`config.mk`:
```
export PLATFORM = sky130hd
export DESIGN_NAME = nmea_sentence_byte_parser_top
export DESIGN_NICKNAME = d
export VERILOG_FILES = /design/src/rtl/core/nsbp_pkg.sv /design/src/rtl/core/nsbp_tagger.sv /design/src/rtl/core/nmea_sentence_byte_parser_top.sv
export SDC_FILE = /design/constraint.sdc
export NUM_CORES = 1
export LEC_CHECK = 0
export BUFFER_PORTS_ARGS = -buffer_cell sky130_fd_sc_hd__buf_4
export CORE_ASPECT_RATIO = 1.5
export CORE_UTILIZATION = 37
export DETAILED_ROUTE_END_ITERATION = 16
export PLACE_DENSITY = 0.69
export SYNTH_ARGS = -nofsm -noshare
export SYNTH_HDL_FRONTEND = slang
export SYNTH_SLANG_ARGS = --single-unit
```
`constraint.sdc`:
```
create_clock -name clk -period 1.95 [get_ports clk]
set_input_delay 0.195 -clock clk [delete_from_list [all_inputs] [get_ports clk]]
set_output_delay 0.195 -clock clk [all_outputs]
set_load 0.02 [all_outputs]
```
`src/rtl/core/nsbp_pkg.sv`:
```
// nsbp_pkg: shared types and constants of the nmea sentence byte parser
// no dependencies; imported by nsbp_tagger and nmea_sentence_byte_parser_top

package nsbp_pkg;

	localparam int BYTE_W  = 8;
	localparam int KIND_W  = 3;
	localparam int IDX_W   = 5;
	localparam int POS_W   = 4;
	localparam int COUNT_W = 5;
	localparam int DATA_W  = 24;

	localparam logic [BYTE_W-1:0] BYTE_START = 8'h24;
	localparam logic [BYTE_W-1:0] BYTE_COMMA = 8'h2C;
	localparam logic [BYTE_W-1:0] BYTE_STAR  = 8'h2A;
	localparam logic [BYTE_W-1:0] BYTE_CR    = 8'h0D;
	localparam logic [BYTE_W-1:0] BYTE_LF    = 8'h0A;

	localparam int CHECKSUM_CHARS = 2;

	typedef enum logic [KIND_W-1:0] {
		KIND_IGNORED  = 3'd0,
		KIND_COMMAND  = 3'd1,
		KIND_FIELD    = 3'd2,
		KIND_CHECKSUM = 3'd3,
		KIND_END      = 3'd4
	} kind_t;

	typedef enum logic [4:0] {
		MODE_WAIT     = 5'b00001,
		MODE_COMMAND  = 5'b00010,
		MODE_FIELDS   = 5'b00100,
		MODE_CHECKSUM = 5'b01000,
		MODE_TERM     = 5'b10000
	} mode_t;

	typedef struct packed {
		kind_t               kind;
		logic [IDX_W-1:0]    field_index;
		logic [POS_W-1:0]    char_pos;
		logic [BYTE_W-1:0]   char_value;
		logic [COUNT_W-1:0]  field_count;
		logic                terminator_ok;
	} result_t;

endpackage

```
`src/rtl/core/nsbp_tagger.sv`:
```
// nsbp_tagger: sentence state machine that tags one byte per step
// depends on nsbp_pkg; state advances only when step is high

module nsbp_tagger #(
	parameter int COMMAND_CHARS   = 5,
	parameter int MAX_FIELDS      = 20,
	parameter int MAX_FIELD_CHARS = 16
) (
	input  logic                   clk,
	input  logic                   arst_n,
	input  logic                   step,
	input  logic [7:0]             data_byte,
	output nsbp_pkg::result_t      res
);
	import nsbp_pkg::*;

	localparam int CMAX = (COMMAND_CHARS > MAX_FIELD_CHARS) ? COMMAND_CHARS : MAX_FIELD_CHARS;
	localparam int CW   = $clog2(CMAX);
	localparam int FW   = $clog2(MAX_FIELDS);

	mode_t          mode_q, mode_d;
	logic [CW-1:0]  char_count_q, char_count_d;
	logic [FW-1:0]  field_count_q, field_count_d;
	logic           first_term_ok_q, first_term_ok_d;

	always_comb begin
		mode_d          = mode_q;
		char_count_d    = char_count_q;
		field_count_d   = field_count_q;
		first_term_ok_d = first_term_ok_q;
		res             = '0;
		res.kind        = KIND_IGNORED;
		res.char_value  = data_byte;
		unique case (mode_q)
			MODE_WAIT: begin
				if (data_byte == BYTE_START) begin
					mode_d          = MODE_COMMAND;
					char_count_d    = '0;
					field_count_d   = '0;
					first_term_ok_d = 1'b0;
				end
			end
			MODE_COMMAND: begin
				if (data_byte != BYTE_COMMA) begin
					res.kind     = KIND_COMMAND;
					res.char_pos = POS_W'(char_count_q);
					if (char_count_q == CW'(COMMAND_CHARS - 1)) begin
						mode_d        = MODE_FIELDS;
						field_count_d = '0;
						char_count_d  = '0;
					end else begin
						char_count_d = char_count_q + 1'b1;
					end
				end
			end
			MODE_FIELDS: begin
				if (data_byte == BYTE_COMMA) begin
					// field index wraps at the field limit
					if (field_count_q == FW'(MAX_FIELDS - 1))
						field_count_d = '0;
					else
						field_count_d = field_count_q + 1'b1;
					char_count_d = '0;
				end else if (data_byte == BYTE_STAR) begin
					mode_d       = MODE_CHECKSUM;
					char_count_d = '0;
				end else if (field_count_q != '0) begin
					res.kind        = KIND_FIELD;
					res.field_index = IDX_W'(field_count_q - 1'b1);
					res.char_pos    = POS_W'(char_count_q);
					if (char_count_q == CW'(MAX_FIELD_CHARS - 1))
						char_count_d = '0;
					else
						char_count_d = char_count_q + 1'b1;
				end
			end
			MODE_CHECKSUM: begin
				res.kind     = KIND_CHECKSUM;
				res.char_pos = POS_W'(char_count_q);
				if (char_count_q == CW'(CHECKSUM_CHARS - 1)) begin
					mode_d       = MODE_TERM;
					char_count_d = '0;
				end else begin
					char_count_d = char_count_q + 1'b1;
				end
			end
			MODE_TERM: begin
				if (char_count_q == '0) begin
					first_term_ok_d = (data_byte == BYTE_CR);
					char_count_d    = CW'(1);
				end else begin
					res.kind          = KIND_END;
					res.field_count   = COUNT_W'(field_count_q);
					res.terminator_ok = first_term_ok_q && (data_byte == BYTE_LF);
					mode_d            = MODE_WAIT;
					char_count_d      = '0;
				end
			end
			default: begin
				mode_d       = MODE_WAIT;
				char_count_d = '0;
			end
		endcase
	end

	always_ff @(posedge clk or negedge arst_n) begin
		if (!arst_n) begin
			mode_q          <= MODE_WAIT;
			char_count_q    <= '0;
			field_count_q   <= '0;
			first_term_ok_q <= 1'b0;
		end else if (step) begin
			mode_q          <= mode_d;
			char_count_q    <= char_count_d;
			field_count_q   <= field_count_d;
			first_term_ok_q <= first_term_ok_d;
		end
	end

endmodule

```
`src/rtl/core/nmea_sentence_byte_parser_top.sv`:
```
// nmea_sentence_byte_parser_top: byte tagger for nmea style sentences
// depends on nsbp_pkg and nsbp_tagger
//
//   channel   dir   payload
//   s_axis    in    tdata[7:0] data_byte
//   m_axis    out   tuser kind, tdata field_index .. terminator_ok
//
// one byte in, one tagged result out, through the input register and the result register
// a new byte can be taken every cycle while m_axis is not stalled; input register feeds the tagger,
// the result register holds the tag until it is taken
// a stall on m_axis holds both registers and drops s_axis_tready when full
// reset clears the sentence state and both valid flags

module nmea_sentence_byte_parser_top #(
	parameter int COMMAND_CHARS   = 5,
	parameter int MAX_FIELDS      = 20,
	parameter int MAX_FIELD_CHARS = 16
) (
	input  logic                          clk,
	input  logic                          arst_n,
	input  logic                          s_axis_tvalid,
	output logic                          s_axis_tready,
	input  logic [7:0]                    s_axis_tdata,   // [7:0] data_byte
	output logic                          m_axis_tvalid,
	input  logic                          m_axis_tready,
	// [4:0] field_index, [8:5] char_pos, [16:9] char_value,
	// [21:17] field_count, [22] terminator_ok, [23] zero
	output logic [nsbp_pkg::DATA_W-1:0]   m_axis_tdata,
	output logic [nsbp_pkg::KIND_W-1:0]   m_axis_tuser    // [2:0] kind
);
	import nsbp_pkg::*;

	logic              valid_s1;
	logic [BYTE_W-1:0] byte_s1;
	logic              valid_s2;
	result_t           res_s2;
	result_t           res;
	logic              adv_s2;
	logic              adv_s1;

	// result register frees when empty or taken this cycle
	assign adv_s2        = !valid_s2 || m_axis_tready;
	assign adv_s1        = valid_s1 && adv_s2;
	assign s_axis_tready = !valid_s1 || adv_s2;

	nsbp_tagger #(
		.COMMAND_CHARS   (COMMAND_CHARS),
		.MAX_FIELDS      (MAX_FIELDS),
		.MAX_FIELD_CHARS (MAX_FIELD_CHARS)
	) u_tagger (
		.clk       (clk),
		.arst_n    (arst_n),
		.step      (adv_s1),
		.data_byte (byte_s1),
		.res       (res)
	);

	always_ff @(posedge clk or negedge arst_n) begin
		if (!arst_n) begin
			valid_s1 <= 1'b0;
			valid_s2 <= 1'b0;
		end else begin
			if (s_axis_tready)
				valid_s1 <= s_axis_tvalid;
			if (adv_s2)
				valid_s2 <= valid_s1;
		end
	end

	always_ff @(posedge clk) begin
		if (s_axis_tready && s_axis_tvalid)
			byte_s1 <= s_axis_tdata;
		if (adv_s1)
			res_s2 <= res;
	end

	assign m_axis_tvalid = valid_s2;
	assign m_axis_tuser  = res_s2.kind;
	assign m_axis_tdata  = {1'b0, res_s2.terminator_ok, res_s2.field_count,
	                        res_s2.char_value, res_s2.char_pos, res_s2.field_index};

endmodule
```
==> qor.yml <==
synth_area_mm2: 0.00255
clkSinkCount: 51
postSynth.asyncResetShare_pct: 33.3
startpoint_type: "register"
vias: 1875
crit_slowest_cell: "or3b_1"
post_drt_wl_per_cell_um: 15.0
worst_slack_ns: 0.0113
die_h_um: 104
setup_viol: 0
holdWs_ns: 0.0522
drc: 0
die_area_mm2: 0.00723
crit_required_ns: 2.15
rr_worst_depth: 6
cp_num_cells: 6
crit_type: "register to register"
placed_area_mm2: 0.00314
place_inst: 346
r2r_slack_ns: 0.01
ys_warn_count: 0
antenna_found_initial: 0
synthesis.nets: 222
arrival_ns: 2.14
power.density_mw_per_mm2: 1060
grt_max_degree: 27
clkLatencyLatePin_ns: 0.31
stdcell_count: 360
place_ws_ns: -0.0579
vias_per_cell: 5.21
ys.flop_type: "edfxtp_1"
start_util_pct: 38.7
end_kind: "register"
grt_pass1_wl_mm: 8.78
synth_seq_cells: 51
fmax_mhz: 516
rsz0062_at_grt: "true"
drt-initial-drc-count: 104
regArea_mm2: 0.00145
die_x_um: 69.8
finalPower_mw: 3.59
drt_first_pass_iters: 4
maxSlewViolCount: 0
clk_pin_slew_ns: 0.09
ant_nets: 0
cts_made_buffers: 5
ios: 41
yosysSeqAreaShare_pct: 56.8
fin_util_pct: 51.6
cts_tree: "yes"
totalNegativeSetupSlack_ns: 0
synth_edf_count: 34
syn_inst: 204
min_path_type: "input port to register"
fillers: 595
wl_mm: 5.39
overflow: 0
syn_avg_cell_area_um2: 12.5
crit_chain: "buf_4, ha_1, or3b_1, a221oi_4, nand2_4, mux2_4"
gr-usage-all-layers_pct: 15.6
ys_types: 56
clock-root-buffer: "clkbuf_8"
maxCapViolCount: 0
p_leak_nw: 1.43
slowest_delay_ns: 0.41
cp_num_buf_inv: 1
placementRows: 36
place_congestion: 0.918
grt_pass1_vias: 1901
hpwlAfterDp_mm: 3.96
final.min_clock_period_ns: 1.94
htree_levels: 2
cp_max_fo: 4
multi_input_area_mm2: 0.00115
area_delta_synth_final_pct: 33.2
drive_gt1_share_pct: 41.9
outcome: "completed"
portBuffers: 39
skew_ns: 0.00854
vdd_drop_max_v: 0.000497
core_area_mm2: 0.00658
holdPathStages: 1
clk_path_buf_depth: 2
fin_crit_sh_pct: 99.4
crit_family: "simple AND/OR/NAND/NOR gates"
finalHoldViolCount: 0
antenna_cells: 0
layout.nets: 301
fin_area_mm2: 0.00339
[sequential cells by signal, indices dropped and copies added (netlist names)]
name,flops
u_tagger.char_count_q,4
m_axis_tdata,23
m_axis_tvalid,1
u_tagger.field_count_q,5
u_tagger.first_term_ok_q,1
m_axis_tuser,3
u_tagger.mode_q,5
byte_s1,8
valid_s1,1
[cell usage in the layout (no fill, tap or decap), drive strengths merged, types with 3 or more instances in the layout]
cell type	Yosys	routed
buf	5	76
edfxtp	34	34
dfrtp	16	16
and2	14	14
nor2	13	13
nand2	11	11
o21ai	11	11
inv	9	9
a31oi	7	7
nand3	7	7
ha	6	6
clkbuf	0	6
and3	5	5
nand2b	4	4
nor2b	4	4
nor3	4	4
xnor2	3	3
mux2i	3	3
mux2	3	3
a21oi	3	3
or2	3	3
nor4	3	3
[report_power, final]
| group | leakage [nW] | internal, mW | switching [mW] |
|---|---|---|---|
| registers | 0.556 | 1.33 | 0.122 |
| logic | 0.835 | 0.731 | 0.815 |
| clock network | 0.0412 | 0.251 | 0.344 |
| total | 1.43 | 2.31 | 1.28 |
[kinds of logic (layout without fill, tap and decap cells)]
logic type | Yosys count | count (layout) | share of synthesized area [%]
adders and majority gates | 6 | 6 | 2.95
DFF | 51 | 51 | 56.8
xor gates and xnor gates | 5 | 5 | 1.72
other | 1 | 1 | 0.147
and+or+nand+nor | 82 | 82 | 20.9
buffers and inverters | 14 | 94 | 2.60
AOI/OAI and AO/OA | 39 | 39 | 11.9
muxes | 6 | 6 | 2.95
[metal layers]
metal | track usage (%) | routed length, um | vias up
met4 | 8.00 | 147 | 0
li1 | - | - | 909
met5 | 0 | 0 | -
met2 | 29.7 | 3040 | 39
met1 | 15.7 | 2040 | 915
met3 | 2.92 | 162 | 12
[area by class of cell]
type | count | share of cell area (%)
well taps | 76 | 2.80
repair buffers | 77 | 17.2
clock buffers | 6 | 2.14
flip-flops and latches | 51 | 42.7
multi-input cells | 139 | 33.8
clock inverters | 2 | 0.369
inverters | 9 | 0.996
[cells in the mapped netlist (3+ instances only)]
master | n | area [um^2]
o21ai_0 | 9 | 45.0
or2_2 | 3 | 18.8
mux2_4 | 3 | 45.0
buf_4 | 3 | 22.5
nand2_1 | 10 | 37.5
nor2b_1 | 3 | 18.8
xnor2_1 | 3 | 26.3
nand3_1 | 5 | 25.0
ha_1 | 6 | 75.1
and3_1 | 4 | 25.0
nand2b_1 | 4 | 25.0
edfxtp_1 | 34 | 1020
dfrtp_1 | 16 | 400
a21oi_1 | 3 | 15.0
nor2_1 | 13 | 48.8
nor4_1 | 3 | 18.8
mux2i_1 | 3 | 30.0
and2_1 | 14 | 87.6
inv_1 | 9 | 33.8
a31oi_1 | 7 | 43.8
[final timing paths]
check	start	end
worst max-delay path	u_tagger.char_count_q[0]	u_tagger.mode_q[1]
worst min-delay path	s_axis_tdata[1]	byte_s1[1]
worst max register to register	u_tagger.char_count_q[0]	u_tagger.mode_q[1]
worst min register to register	valid_s1	m_axis_tvalid
max in group asynchronous	arst_n	u_tagger.mode_q[0]
min in group asynchronous	arst_n	u_tagger.mode_q[4]
[what timing repair did]
action | in CTS | in global routing
setup endpoints to repair | 9 | 23
gates resized for setup | 0 | 23
endpoints found under the hold margin | 17 | 0
pin swaps | 1 | 6
setup buffers | 1 | 4
hold buffers | 1 | 0
Note: power is estimated with default switching activity, not from simulation.
